**src/hw/rtl/hhf_pkg.sv**
```systemverilog
package hhf_pkg;

  localparam int FRAC_BITS = 16;
  localparam int PROB_W = FRAC_BITS + 2;
  localparam int LOG_W = 40;
  localparam int LNV_W = 22;

  localparam logic [PROB_W-1:0] PROB_SAT = {PROB_W{1'b1}};
  localparam logic [FRAC_BITS:0] PROB_ONE = {1'b1, {FRAC_BITS{1'b0}}};
  localparam logic [LNV_W-1:0] LN2_Q16 = LNV_W'(45426);

  localparam logic [6:0] NUM_STATES_RST = 7'd64;
  localparam logic [15:0] MISMATCH_RST = 16'd66;

  localparam logic [7:0] REG_NUM_STATES = 8'd0;
  localparam logic [7:0] REG_MISMATCH = 8'd1;

  typedef logic [15:0] ln_tab_t [256];

  function automatic ln_tab_t ln_tab_build();
    ln_tab_t t;
    real x;
    for (int i = 0; i < 256; i++) begin
      x = $ln(1.0 + real'(i) / 256.0) * 65536.0;
      t[i] = 16'($rtoi(x + 0.5));
    end
    return t;
  endfunction

  localparam ln_tab_t LN_TAB = ln_tab_build();

  typedef struct packed {
    logic        start;
    logic        first;
    logic        target;
    logic [63:0] panel;
    logic [6:0]  n;
    logic [15:0] f0;
    logic [31:0] f1;
    logic [16:0] q_one;
    logic [16:0] q_mis;
    logic [15:0] mis;
  } pass_cmd_t;

  typedef struct packed {
    logic              done;
    logic [PROB_W-1:0] sum;
  } pass_sts_t;

endpackage

```
**src/hw/rtl/hhf_if.sv**
```systemverilog
interface hhf_in_if;
  logic        valid;
  logic        ready;
  logic        target_allele;
  logic [63:0] panel_alleles;
  logic [15:0] switch_prob;
  logic [15:0] stay_prob;
  logic        first_variant;
  modport source(output valid, target_allele, panel_alleles, switch_prob, stay_prob,
                 first_variant, input ready);
  modport sink(input valid, target_allele, panel_alleles, switch_prob, stay_prob,
               first_variant, output ready);
endinterface

interface hhf_out_if;
  logic               valid;
  logic               ready;
  logic [17:0]        scale_sum;
  logic signed [39:0] log_likelihood;
  modport source(output valid, scale_sum, log_likelihood, input ready);
  modport sink(input valid, scale_sum, log_likelihood, output ready);
endinterface

interface hhf_cfg_if;
  logic        valid;
  logic        ready;
  logic [7:0]  index;
  logic [15:0] data;
  modport source(output valid, index, data, input ready);
  modport sink(input valid, index, data, output ready);
endinterface

```
**src/hw/rtl/hhf_div.sv**
```systemverilog
module hhf_div #(
  parameter int DW = 32,
  parameter int VW = 18
) (
  input  logic          clk,
  input  logic          rst_n,
  input  logic          start,
  input  logic [DW-1:0] dividend,
  input  logic [VW-1:0] divisor,
  output logic          busy,
  output logic [DW-1:0] quotient
);
  localparam int CW = $clog2(DW + 1);

  logic          busy_r;
  logic [CW-1:0] cnt_r;
  logic [VW-1:0] rem_r, rem_nxt;
  logic [DW-1:0] quo_r, quo_nxt;
  logic [VW-1:0] div_r;
  logic [VW:0]   rem_sh, diff;
  logic          ge;

  always_comb begin
    rem_sh = {rem_r, quo_r[DW-1]};
    diff = rem_sh - {1'b0, div_r};
    ge = (rem_sh >= {1'b0, div_r});
    quo_nxt = {quo_r[DW-2:0], ge};
    rem_nxt = ge ? diff[VW-1:0] : rem_sh[VW-1:0];
  end

  always_ff @(posedge clk) begin
    if (!rst_n) begin
      busy_r <= 1'b0;
      cnt_r <= '0;
    end else if (start) begin
      busy_r <= 1'b1;
      cnt_r <= CW'(DW);
    end else if (busy_r) begin
      cnt_r <= cnt_r - 1'b1;
      busy_r <= (cnt_r != CW'(1));
    end
  end

  always_ff @(posedge clk) begin
    if (start) begin
      rem_r <= '0;
      quo_r <= dividend;
      div_r <= divisor;
    end else if (busy_r) begin
      rem_r <= rem_nxt;
      quo_r <= quo_nxt;
    end
  end

  assign busy = busy_r;
  assign quotient = quo_r;
endmodule

```
**src/hw/rtl/hhf_alpha.sv**
```systemverilog
module hhf_alpha #(
  parameter int MAX_STATES = 64
) (
  input  logic              clk,
  input  logic              rst_n,
  input  hhf_pkg::pass_cmd_t cmd,
  output hhf_pkg::pass_sts_t sts
);
  import hhf_pkg::*;

  localparam int IW = (MAX_STATES > 1) ? $clog2(MAX_STATES) : 1;
  localparam int SW = PROB_W + 7;
  localparam logic [2*FRAC_BITS+1:0] LIM = {(2*FRAC_BITS+2){1'b1}};

  logic [PROB_W-1:0] mem [MAX_STATES];

  pass_cmd_t         cmd_r;
  logic              run_r;
  logic [6:0]        cnt_r;
  logic              s1_v_r, s2_v_r, s3_v_r, done_r;
  logic [IW-1:0]     s1_k_r, s2_k_r, s3_k_r;
  logic [PROB_W-1:0] rdata_r;
  logic [49:0]       s2_prod_r;
  logic [PROB_W-1:0] s3_a_r;
  logic [SW-1:0]     sum_r;
  logic              issue;

  logic [PROB_W-1:0] t_sat;
  logic [PROB_W:0]   t_add;
  logic [PROB_W-1:0] t_fin;
  logic              match;
  logic [FRAC_BITS:0] e_w;
  logic [PROB_W+FRAC_BITS:0] prod2;
  logic [PROB_W-1:0] a_nxt;

  assign issue = run_r && (cnt_r < cmd_r.n);

  always_comb begin
    t_sat = (s2_prod_r > 50'(LIM)) ? PROB_SAT : s2_prod_r[FRAC_BITS +: PROB_W];
    t_add = {1'b0, t_sat} + (PROB_W + 1)'(cmd_r.f0);
    t_fin = t_add[PROB_W] ? PROB_SAT : t_add[PROB_W-1:0];
    match = (cmd_r.panel[s2_k_r] == cmd_r.target);
    e_w = match ? PROB_ONE : {1'b0, cmd_r.mis};
    prod2 = t_fin * e_w;
    if (cmd_r.first) begin
      a_nxt = match ? PROB_W'(cmd_r.q_one) : PROB_W'(cmd_r.q_mis);
    end else begin
      a_nxt = prod2[FRAC_BITS +: PROB_W];
    end
  end

  always_ff @(posedge clk) begin
    if (!rst_n) begin
      run_r <= 1'b0;
      cnt_r <= '0;
      s1_v_r <= 1'b0;
      s2_v_r <= 1'b0;
      s3_v_r <= 1'b0;
      done_r <= 1'b0;
    end else begin
      done_r <= 1'b0;
      s1_v_r <= issue;
      s2_v_r <= s1_v_r;
      s3_v_r <= s2_v_r;
      if (cmd.start) begin
        run_r <= 1'b1;
        cnt_r <= '0;
      end else if (issue) begin
        cnt_r <= cnt_r + 1'b1;
      end else if (run_r && !s1_v_r && !s2_v_r && !s3_v_r) begin
        run_r <= 1'b0;
        done_r <= 1'b1;
      end
    end
  end

  always_ff @(posedge clk) begin
    if (cmd.start) begin
      cmd_r <= cmd;
      sum_r <= '0;
    end else if (s3_v_r) begin
      sum_r <= sum_r + SW'(s3_a_r);
    end
    if (issue) begin
      rdata_r <= mem[cnt_r[IW-1:0]];
      s1_k_r <= cnt_r[IW-1:0];
    end
    s2_prod_r <= rdata_r * cmd_r.f1;
    s2_k_r <= s1_k_r;
    s3_a_r <= a_nxt;
    s3_k_r <= s2_k_r;
    if (s3_v_r) begin
      mem[s3_k_r] <= s3_a_r;
    end
  end

  assign sts.done = done_r;
  assign sts.sum = (sum_r > SW'(PROB_SAT)) ? PROB_SAT : sum_r[PROB_W-1:0];
endmodule

```
**src/hw/rtl/haplotype_hmm_forward_scaled_core.sv**
```systemverilog
// a variant request is accepted only in the idle state, so a new variant is not taken until
// the previous result has been loaded into the output register; two serial
// dividers run side by side, then one read-modify-write pass over the alpha memory
// reset: synchronous active-low rst_n clears control, prev sum and log-likelihood,
// num_states to 64, mismatch_ratio to 66; the alpha memory is not cleared
module haplotype_hmm_forward_scaled_core #(
  parameter int MAX_STATES = 64
) (
  input logic clk,
  input logic rst_n,
  hhf_in_if.sink    in_ch,
  hhf_out_if.source out_ch,
  hhf_cfg_if.sink   cfg_ch
);
  import hhf_pkg::*;

  localparam logic [2:0] ST_IDLE = 3'd0;
  localparam logic [2:0] ST_DIV  = 3'd1;
  localparam logic [2:0] ST_PASS = 3'd2;
  localparam logic [2:0] ST_LOG  = 3'd3;
  localparam logic [2:0] ST_FIN  = 3'd4;

  logic [2:0]  state_r;
  logic [6:0]  num_states_r;
  logic [15:0] mismatch_r;
  logic        first_r, target_r;
  logic [63:0] panel_r;
  logic [6:0]  n_r, n_nxt;
  logic [PROB_W-1:0] prev_sum_r, sum_r;
  logic signed [LOG_W-1:0] loglik_r;
  logic signed [LNV_W-1:0] lnv_r, lnv_nxt;
  logic        div_start;
  logic [16:0] a_dvd;
  logic [31:0] b_dvd;
  logic [17:0] b_dvs;
  logic        a_busy, b_busy;
  logic [16:0] a_q;
  logic [31:0] b_q;
  logic        out_valid_r;
  logic [PROB_W-1:0] out_sum_r;
  logic signed [LOG_W-1:0] out_log_r;
  pass_cmd_t   cmd;
  pass_sts_t   sts;
  logic [4:0]  lead;
  logic [PROB_W-1:0] norm;
  logic signed [LOG_W-1:0] base;
  logic signed [LOG_W:0]   acc;
  logic signed [LOG_W-1:0] loglik_nxt;
  logic        accept;

  assign accept = in_ch.valid && in_ch.ready;
  assign in_ch.ready = (state_r == ST_IDLE);
  assign cfg_ch.ready = 1'b1;

  always_comb begin
    n_nxt = num_states_r;
    if (num_states_r == 7'd0) begin
      n_nxt = 7'd1;
    end else if (num_states_r > 7'(MAX_STATES)) begin
      n_nxt = 7'(MAX_STATES);
    end
  end

  assign div_start = (state_r == ST_IDLE) && accept;
  assign a_dvd = in_ch.first_variant ? PROB_ONE : {1'b0, in_ch.switch_prob};
  assign b_dvd = in_ch.first_variant ? {16'd0, mismatch_r} : {in_ch.stay_prob, 16'd0};
  assign b_dvs = in_ch.first_variant ? {11'd0, n_nxt} : prev_sum_r;

  hhf_div #(.DW(17), .VW(7)) u_div_a (
    .clk(clk), .rst_n(rst_n), .start(div_start), .dividend(a_dvd), .divisor(n_nxt),
    .busy(a_busy), .quotient(a_q)
  );

  hhf_div #(.DW(32), .VW(18)) u_div_b (
    .clk(clk), .rst_n(rst_n), .start(div_start), .dividend(b_dvd), .divisor(b_dvs),
    .busy(b_busy), .quotient(b_q)
  );

  always_comb begin
    cmd.start = (state_r == ST_DIV) && !a_busy && !b_busy;
    cmd.first = first_r;
    cmd.target = target_r;
    cmd.panel = panel_r;
    cmd.n = n_r;
    cmd.f0 = a_q[15:0];
    cmd.f1 = (prev_sum_r == '0) ? 32'd0 : b_q;
    cmd.q_one = a_q;
    cmd.q_mis = b_q[16:0];
    cmd.mis = mismatch_r;
  end

  hhf_alpha #(.MAX_STATES(MAX_STATES)) u_alpha (
    .clk(clk), .rst_n(rst_n), .cmd(cmd), .sts(sts)
  );

  always_comb begin
    lead = '0;
    for (int i = 0; i < PROB_W; i++) begin
      if (sum_r[i]) begin
        lead = 5'(i);
      end
    end
    norm = sum_r << (5'(PROB_W - 1) - lead);
    lnv_nxt = (LNV_W'(lead) - LNV_W'(FRAC_BITS)) * $signed(LN2_Q16)
            + $signed({6'd0, LN_TAB[norm[PROB_W-2 -: 8]]});
  end

  always_comb begin
    base = first_r ? '0 : loglik_r;
    acc = {base[LOG_W-1], base} + (LOG_W + 1)'(lnv_r);
    if (sum_r == '0) begin
      loglik_nxt = {1'b1, {(LOG_W-1){1'b0}}};
    end else if (acc[LOG_W] != acc[LOG_W-1]) begin
      loglik_nxt = acc[LOG_W] ? {1'b1, {(LOG_W-1){1'b0}}} : {1'b0, {(LOG_W-1){1'b1}}};
    end else begin
      loglik_nxt = acc[LOG_W-1:0];
    end
  end

  always_ff @(posedge clk) begin
    if (!rst_n) begin
      state_r <= ST_IDLE;
      num_states_r <= NUM_STATES_RST;
      mismatch_r <= MISMATCH_RST;
      prev_sum_r <= '0;
      loglik_r <= '0;
      out_valid_r <= 1'b0;
    end else begin
      if (cfg_ch.valid) begin
        case (cfg_ch.index)
          REG_NUM_STATES: num_states_r <= cfg_ch.data[6:0];
          REG_MISMATCH:   mismatch_r <= cfg_ch.data;
          default:        ;
        endcase
      end
      if (out_valid_r && out_ch.ready && (state_r != ST_FIN)) begin
        out_valid_r <= 1'b0;
      end
      case (state_r)
        ST_IDLE: begin
          if (accept) begin
            state_r <= ST_DIV;
          end
        end
        ST_DIV: begin
          if (!a_busy && !b_busy) begin
            state_r <= ST_PASS;
          end
        end
        ST_PASS: begin
          if (sts.done) begin
            state_r <= ST_LOG;
          end
        end
        ST_LOG: begin
          state_r <= ST_FIN;
        end
        ST_FIN: begin
          if (!out_valid_r || out_ch.ready) begin
            out_valid_r <= 1'b1;
            prev_sum_r <= sum_r;
            loglik_r <= loglik_nxt;
            state_r <= ST_IDLE;
          end
        end
        default: state_r <= ST_IDLE;
      endcase
    end
  end

  always_ff @(posedge clk) begin
    if (accept) begin
      first_r <= in_ch.first_variant;
      target_r <= in_ch.target_allele;
      panel_r <= in_ch.panel_alleles;
      n_r <= n_nxt;
    end
    if (sts.done) begin
      sum_r <= sts.sum;
    end
    if (state_r == ST_LOG) begin
      lnv_r <= lnv_nxt;
    end
    if ((state_r == ST_FIN) && (!out_valid_r || out_ch.ready)) begin
      out_sum_r <= sum_r;
      out_log_r <= loglik_nxt;
    end
  end

  assign out_ch.valid = out_valid_r;
  assign out_ch.scale_sum = out_sum_r;
  assign out_ch.log_likelihood = out_log_r;
endmodule

```
**src/flat_wrapper.sv**
```systemverilog
// flat-port wrapper written by rule: the top's interface ports become plain ports
module haplotype_hmm_forward_scaled_core_flat import hhf_pkg::*;
#(
  parameter int MAX_STATES = 64
)
  (clk, rst_n, in_ch_valid, in_ch_target_allele, in_ch_panel_alleles, in_ch_switch_prob, in_ch_stay_prob, in_ch_first_variant, in_ch_ready, out_ch_valid, out_ch_scale_sum, out_ch_log_likelihood, out_ch_ready, cfg_ch_valid, cfg_ch_index, cfg_ch_data, cfg_ch_ready);
  hhf_in_if in_ch_i ();
  hhf_out_if out_ch_i ();
  hhf_cfg_if cfg_ch_i ();
  input logic clk;
  input logic rst_n;
  input wire logic [$bits(in_ch_i.valid)-1:0] in_ch_valid;
  input wire logic [$bits(in_ch_i.target_allele)-1:0] in_ch_target_allele;
  input wire logic [$bits(in_ch_i.panel_alleles)-1:0] in_ch_panel_alleles;
  input wire logic [$bits(in_ch_i.switch_prob)-1:0] in_ch_switch_prob;
  input wire logic [$bits(in_ch_i.stay_prob)-1:0] in_ch_stay_prob;
  input wire logic [$bits(in_ch_i.first_variant)-1:0] in_ch_first_variant;
  output wire logic [$bits(in_ch_i.ready)-1:0] in_ch_ready;
  output wire logic [$bits(out_ch_i.valid)-1:0] out_ch_valid;
  output wire logic [$bits(out_ch_i.scale_sum)-1:0] out_ch_scale_sum;
  output wire logic [$bits(out_ch_i.log_likelihood)-1:0] out_ch_log_likelihood;
  input wire logic [$bits(out_ch_i.ready)-1:0] out_ch_ready;
  input wire logic [$bits(cfg_ch_i.valid)-1:0] cfg_ch_valid;
  input wire logic [$bits(cfg_ch_i.index)-1:0] cfg_ch_index;
  input wire logic [$bits(cfg_ch_i.data)-1:0] cfg_ch_data;
  output wire logic [$bits(cfg_ch_i.ready)-1:0] cfg_ch_ready;
  assign in_ch_i.valid = in_ch_valid;
  assign in_ch_i.target_allele = in_ch_target_allele;
  assign in_ch_i.panel_alleles = in_ch_panel_alleles;
  assign in_ch_i.switch_prob = in_ch_switch_prob;
  assign in_ch_i.stay_prob = in_ch_stay_prob;
  assign in_ch_i.first_variant = in_ch_first_variant;
  assign in_ch_ready = in_ch_i.ready;
  assign out_ch_valid = out_ch_i.valid;
  assign out_ch_scale_sum = out_ch_i.scale_sum;
  assign out_ch_log_likelihood = out_ch_i.log_likelihood;
  assign out_ch_i.ready = out_ch_ready;
  assign cfg_ch_i.valid = cfg_ch_valid;
  assign cfg_ch_i.index = cfg_ch_index;
  assign cfg_ch_i.data = cfg_ch_data;
  assign cfg_ch_ready = cfg_ch_i.ready;
  haplotype_hmm_forward_scaled_core #(.MAX_STATES(MAX_STATES)) u_core (.clk(clk), .rst_n(rst_n), .in_ch(in_ch_i), .out_ch(out_ch_i), .cfg_ch(cfg_ch_i));
endmodule
```
**config.mk**
```make
export PLATFORM = sky130hd
export DESIGN_NAME = haplotype_hmm_forward_scaled_core_flat
export DESIGN_NICKNAME = d
export VERILOG_FILES = /design/src/hw/rtl/hhf_pkg.sv /design/src/hw/rtl/hhf_if.sv /design/src/hw/rtl/hhf_div.sv /design/src/hw/rtl/hhf_alpha.sv /design/src/hw/rtl/haplotype_hmm_forward_scaled_core.sv /design/src/flat_wrapper.sv
export SDC_FILE = /design/constraint.sdc
export NUM_CORES = 2
export LEC_CHECK = 0
export BUFFER_PORTS_ARGS = -buffer_cell sky130_fd_sc_hd__buf_2
export CORE_ASPECT_RATIO = 1.75
export CORE_MARGIN = 5
export CORE_UTILIZATION = 30
export CTS_CLUSTER_SIZE = 20
export DETAILED_ROUTE_END_ITERATION = 10
export SLEW_MARGIN = 20
export SYNTH_ARGS = -nofsm -noshare
export SYNTH_HDL_FRONTEND = slang
export SYNTH_HIERARCHICAL = 1
export SYNTH_SLANG_ARGS = --single-unit
```
**constraint.sdc**
```tcl
create_clock -name clk -period 10.3 [get_ports clk]
set_clock_uncertainty 0.2 [all_clocks]
set_input_delay 0.515 -clock clk [delete_from_list [all_inputs] [get_ports clk]]
set_output_delay 0.515 -clock clk [all_outputs]
set_load 0.01 [all_outputs]
```
==> reports/metrics.cfg <==
[routing]
ant_nets=0
drt_pre_antenna_iters=6
viasPerCell=5.15
drcViolationCount=0
wire_per_inst_um=25.3
initialDrtViolationCount=4887
wirelength_mm=343
vias=69921

[clocking]
clk_latency_ps=870
cts.sinks=1816
cts.path.max_buffers=4
clk_pin_slew_ps=70
root_buffer=clkbuf_16
h-tree-depth=4
cts_tree=built
numCtsBuffers=164

[synth]
synth_edf_count=1592
yosysWarnings=6
ys_ff_latch=1816
avgSynthCellArea_um2=12.9
async_flop_share=0
ys_seq_area_frac=0.484
synth_flop_cell=edfxtp_1
synth.cell_area_um2=108000
syn_nets=9698
syn_inst=8388
synthDistinctLibCells=124

[timing]
fin_crit_sh=0.961
slew_violations=0
slew_headroom=0.236
fmax_mhz=101
holdWs_ps=27.3
setup_viol=0
min_period_ps=9890
hold_viol_final=0
worst_pin_slew_ps=1140
fin_ws_ps=406

[worst_setup_path]
worstPathRequired_ps=10850
critPathLaunch=u_core/u_alpha/s2_prod_r[46]$_DFF_P_
critical_path.max_stage_delay_ps=570
slowest_stage=fa_1
reg2reg_from=u_core/u_alpha/s2_prod_r[46]$_DFF_P_
r2r_cells=37
r2r_end=u_core/u_alpha/s3_a_r[17]$_SDFF_PP0_
endpoint_kind=flop
cp.arrival_ps=10440
r2r_setup_slack_ps=410
crit_top_cell=fa_1
cp_max_fo=10
path_class=flop to flop
start_kind=flop
endpoint=u_core/u_alpha/s3_a_r[17]$_SDFF_PP0_

[die]
ios=188
dieArea_um2=373000
core.rowCount=291
die_w_um=464
core_um2=359000
fp.dieH_um=804
start_util=0.301

[global_route]
grt_overflow_total=0
grt_max_degree=144
antenna_found_initial=19
grt_usage=0.182
grt_first_pass_wirelength_mm=505
grt_pass1_vias=75244

[worst_hold_path]
hp-class=input port to flop

[pwr]
vdd_drop_max_mv=0.742
p_per_area_nw_per_um2=338
p_leak_nw=46.0

[placement]
port_buffers=186
hpwl_mm=247
placed_cell_area_um2=116000
dp_slack_ps=115
place_congestion=0.975

[run_status]
status=finished clean

[layout]
stdcell_area_um2=122000
nNetsFinal=10049
area_growth_pct=13.3
layout-drive-gt1-share=0.162

[flow_run]
cap_violations=0

==> cell usage in the layout (no fill, tap or decap), types with 185 or more instances in the layout <==
cell type  count
nor2_1       508
ha_1         443
buf_4        350
dfxtp_1      202
edfxtp_1    1592
fa_1         740
and2_1       219
mux4_2       397
buf_2        185
nand2_1      858
inv_1        890
a21oi_1      219
==> power by group <==
part | internal [W] | total [W] | leakage (nW) | switching (W)
clock network | 0.00362 | 0.00640 | 2.66 | 0.00278
logic | 0.0102 | 0.0252 | 27.0 | 0.0150
registers | 0.00931 | 0.00974 | 16.3 | 0.000428
total | 0.0231 | 0.0413 | 46.0 | 0.0183
==> cells in the mapped netlist (33+ instances only) <==
cell,instances,area [um^2]
fa_1,740,14800
nand2_1,859,3220
clkbuf_1,308,1160
nor2_1,525,1970
a211oi_1,56,420
nand2b_1,54,338
and2_1,220,1380
ha_1,443,5540
o211ai_1,41,308
a311oi_1,33,289
or2_2,56,350
nor2b_1,184,1150
a21oi_1,220,1100
xor2_1,53,464
a31oi_1,60,375
o21ai_0,174,871
inv_1,890,3340
mux2_2,58,653
mux2i_1,66,661
edfxtp_1,1592,47800
a21o_1,79,593
and3_1,38,238
xnor2_1,129,1130
mux4_2,397,8940
o2bb2ai_1,40,350
buf_1,47,176
nand3_1,110,551
dfxtp_1,224,4480
buf_2,70,350
o21a_1,41,308
nor3_1,81,405
==> per-stage QoR <==
step	util	total power [W]	cells	TNS [ps]
final	0.341	0.0413	13566	0
after CTS	0.341	0.0414	13552	0
after global placement	0.323	0.0346	13168	-97.4
after floorplan	-	0.0269	8388	0
after global routing	0.341	0.0446	13561	-42.6
after detailed placement	0.323	0.0347	13168	0
==> final cells by class <==
type                            instances  area [um^2]
Tap cell                             4688         5870
Antenna cell                           12         30.0
Clock buffer                          205         4470
Inverter                              897         3370
Multi-Input combinational cell       5225        50700
Clock inverter                         88         1020
Timing Repair Buffer                  635         4640
Fill cell                           34742       236000
Sequential cell                      1816        52300
==> layer usage <==
metal  vias up  GRT usage  share of wire
met2      2241      0.345           0.54
met4         0      0.115          0.077
met1     36500      0.190           0.34
li1      30299          -              -
met3       881     0.0193          0.042
met5         -          0              0
==> state kept, by name (all words and copies together), names as in the netlist, 25 cells and up <==
| name | cells |
|---|---|
| u_core/out_ch.log_likelihood | 40 |
| u_core/loglik_r | 40 |
| u_core/u_alpha/sum_r | 25 |
| u_core/u_div_b/quotient | 32 |
| u_core/u_alpha/cmd_r | 171 |
| u_core/u_alpha/s2_prod_r | 34 |
| u_core/u_alpha/mem | 1152 |
| u_core/panel_r | 64 |
==> worst min-delay path by stage <==
| stage | start | endpoint | slack [ps] | cells after the start |
|---|---|---|---|---|
| final | in_ch_stay_prob[2] | u_core/u_div_b/quotient[18]$_DFFE_PP_ | 30 | 3 |
| after global routing | in_ch_switch_prob[13] | u_core/u_div_a/quotient[13]$_DFFE_PP_ | 50 | 3 |
| after CTS | in_ch_switch_prob[1] | u_core/u_div_a/quotient[1]$_DFFE_PP_ | 7 | 3 |
| after detailed placement | u_core/u_alpha/s1_k_r[0]$_DFFE_PP_ | u_core/u_alpha/s2_k_r[0]$_DFF_P_ | 130 | 0 |
| after global placement | u_core/u_alpha/s1_k_r[0]$_DFFE_PP_ | u_core/u_alpha/s2_k_r[0]$_DFF_P_ | 130 | 0 |
| after floorplan | u_core/u_alpha/s1_k_r[0]$_DFFE_PP_ | u_core/u_alpha/s2_k_r[0]$_DFF_P_ | 120 | 0 |
==> logic make-up (layout without fill, tap and decap cells) <==
kind of cell | after synthesis | after routing | synth area share
xor gates and xnor gates | 184 | 184 | 0.0151
DFF | 1816 | 1816 | 0.484
other | 2 | 14 | 0.0000695
adders and majority gates | 1183 | 1183 | 0.188
buffers and inverters | 1347 | 1825 | 0.0491
and+or+nand+nor | 2263 | 2263 | 0.0987
muxes | 521 | 521 | 0.0950
AOI/OAI and AO/OA | 1072 | 1072 | 0.0695
==> worst max-delay path: cells and delay by family (launching register included) <==
kind	cells	cell delay (ps)
compound gates	12	2320
xor+xnor	2	330
buf+inv	6	710
flops	1	300
fa+ha+maj	9	4060
simple gates	8	1880
==> timing repair <==
action	CTS	global route
setup buffers	0	2
endpoints found under the setup margin	0	9
endpoints found under the hold margin	105	0
resized for setup	0	14
hold buffers	91	0
Note: power is estimated with default switching activity, not from simulation.
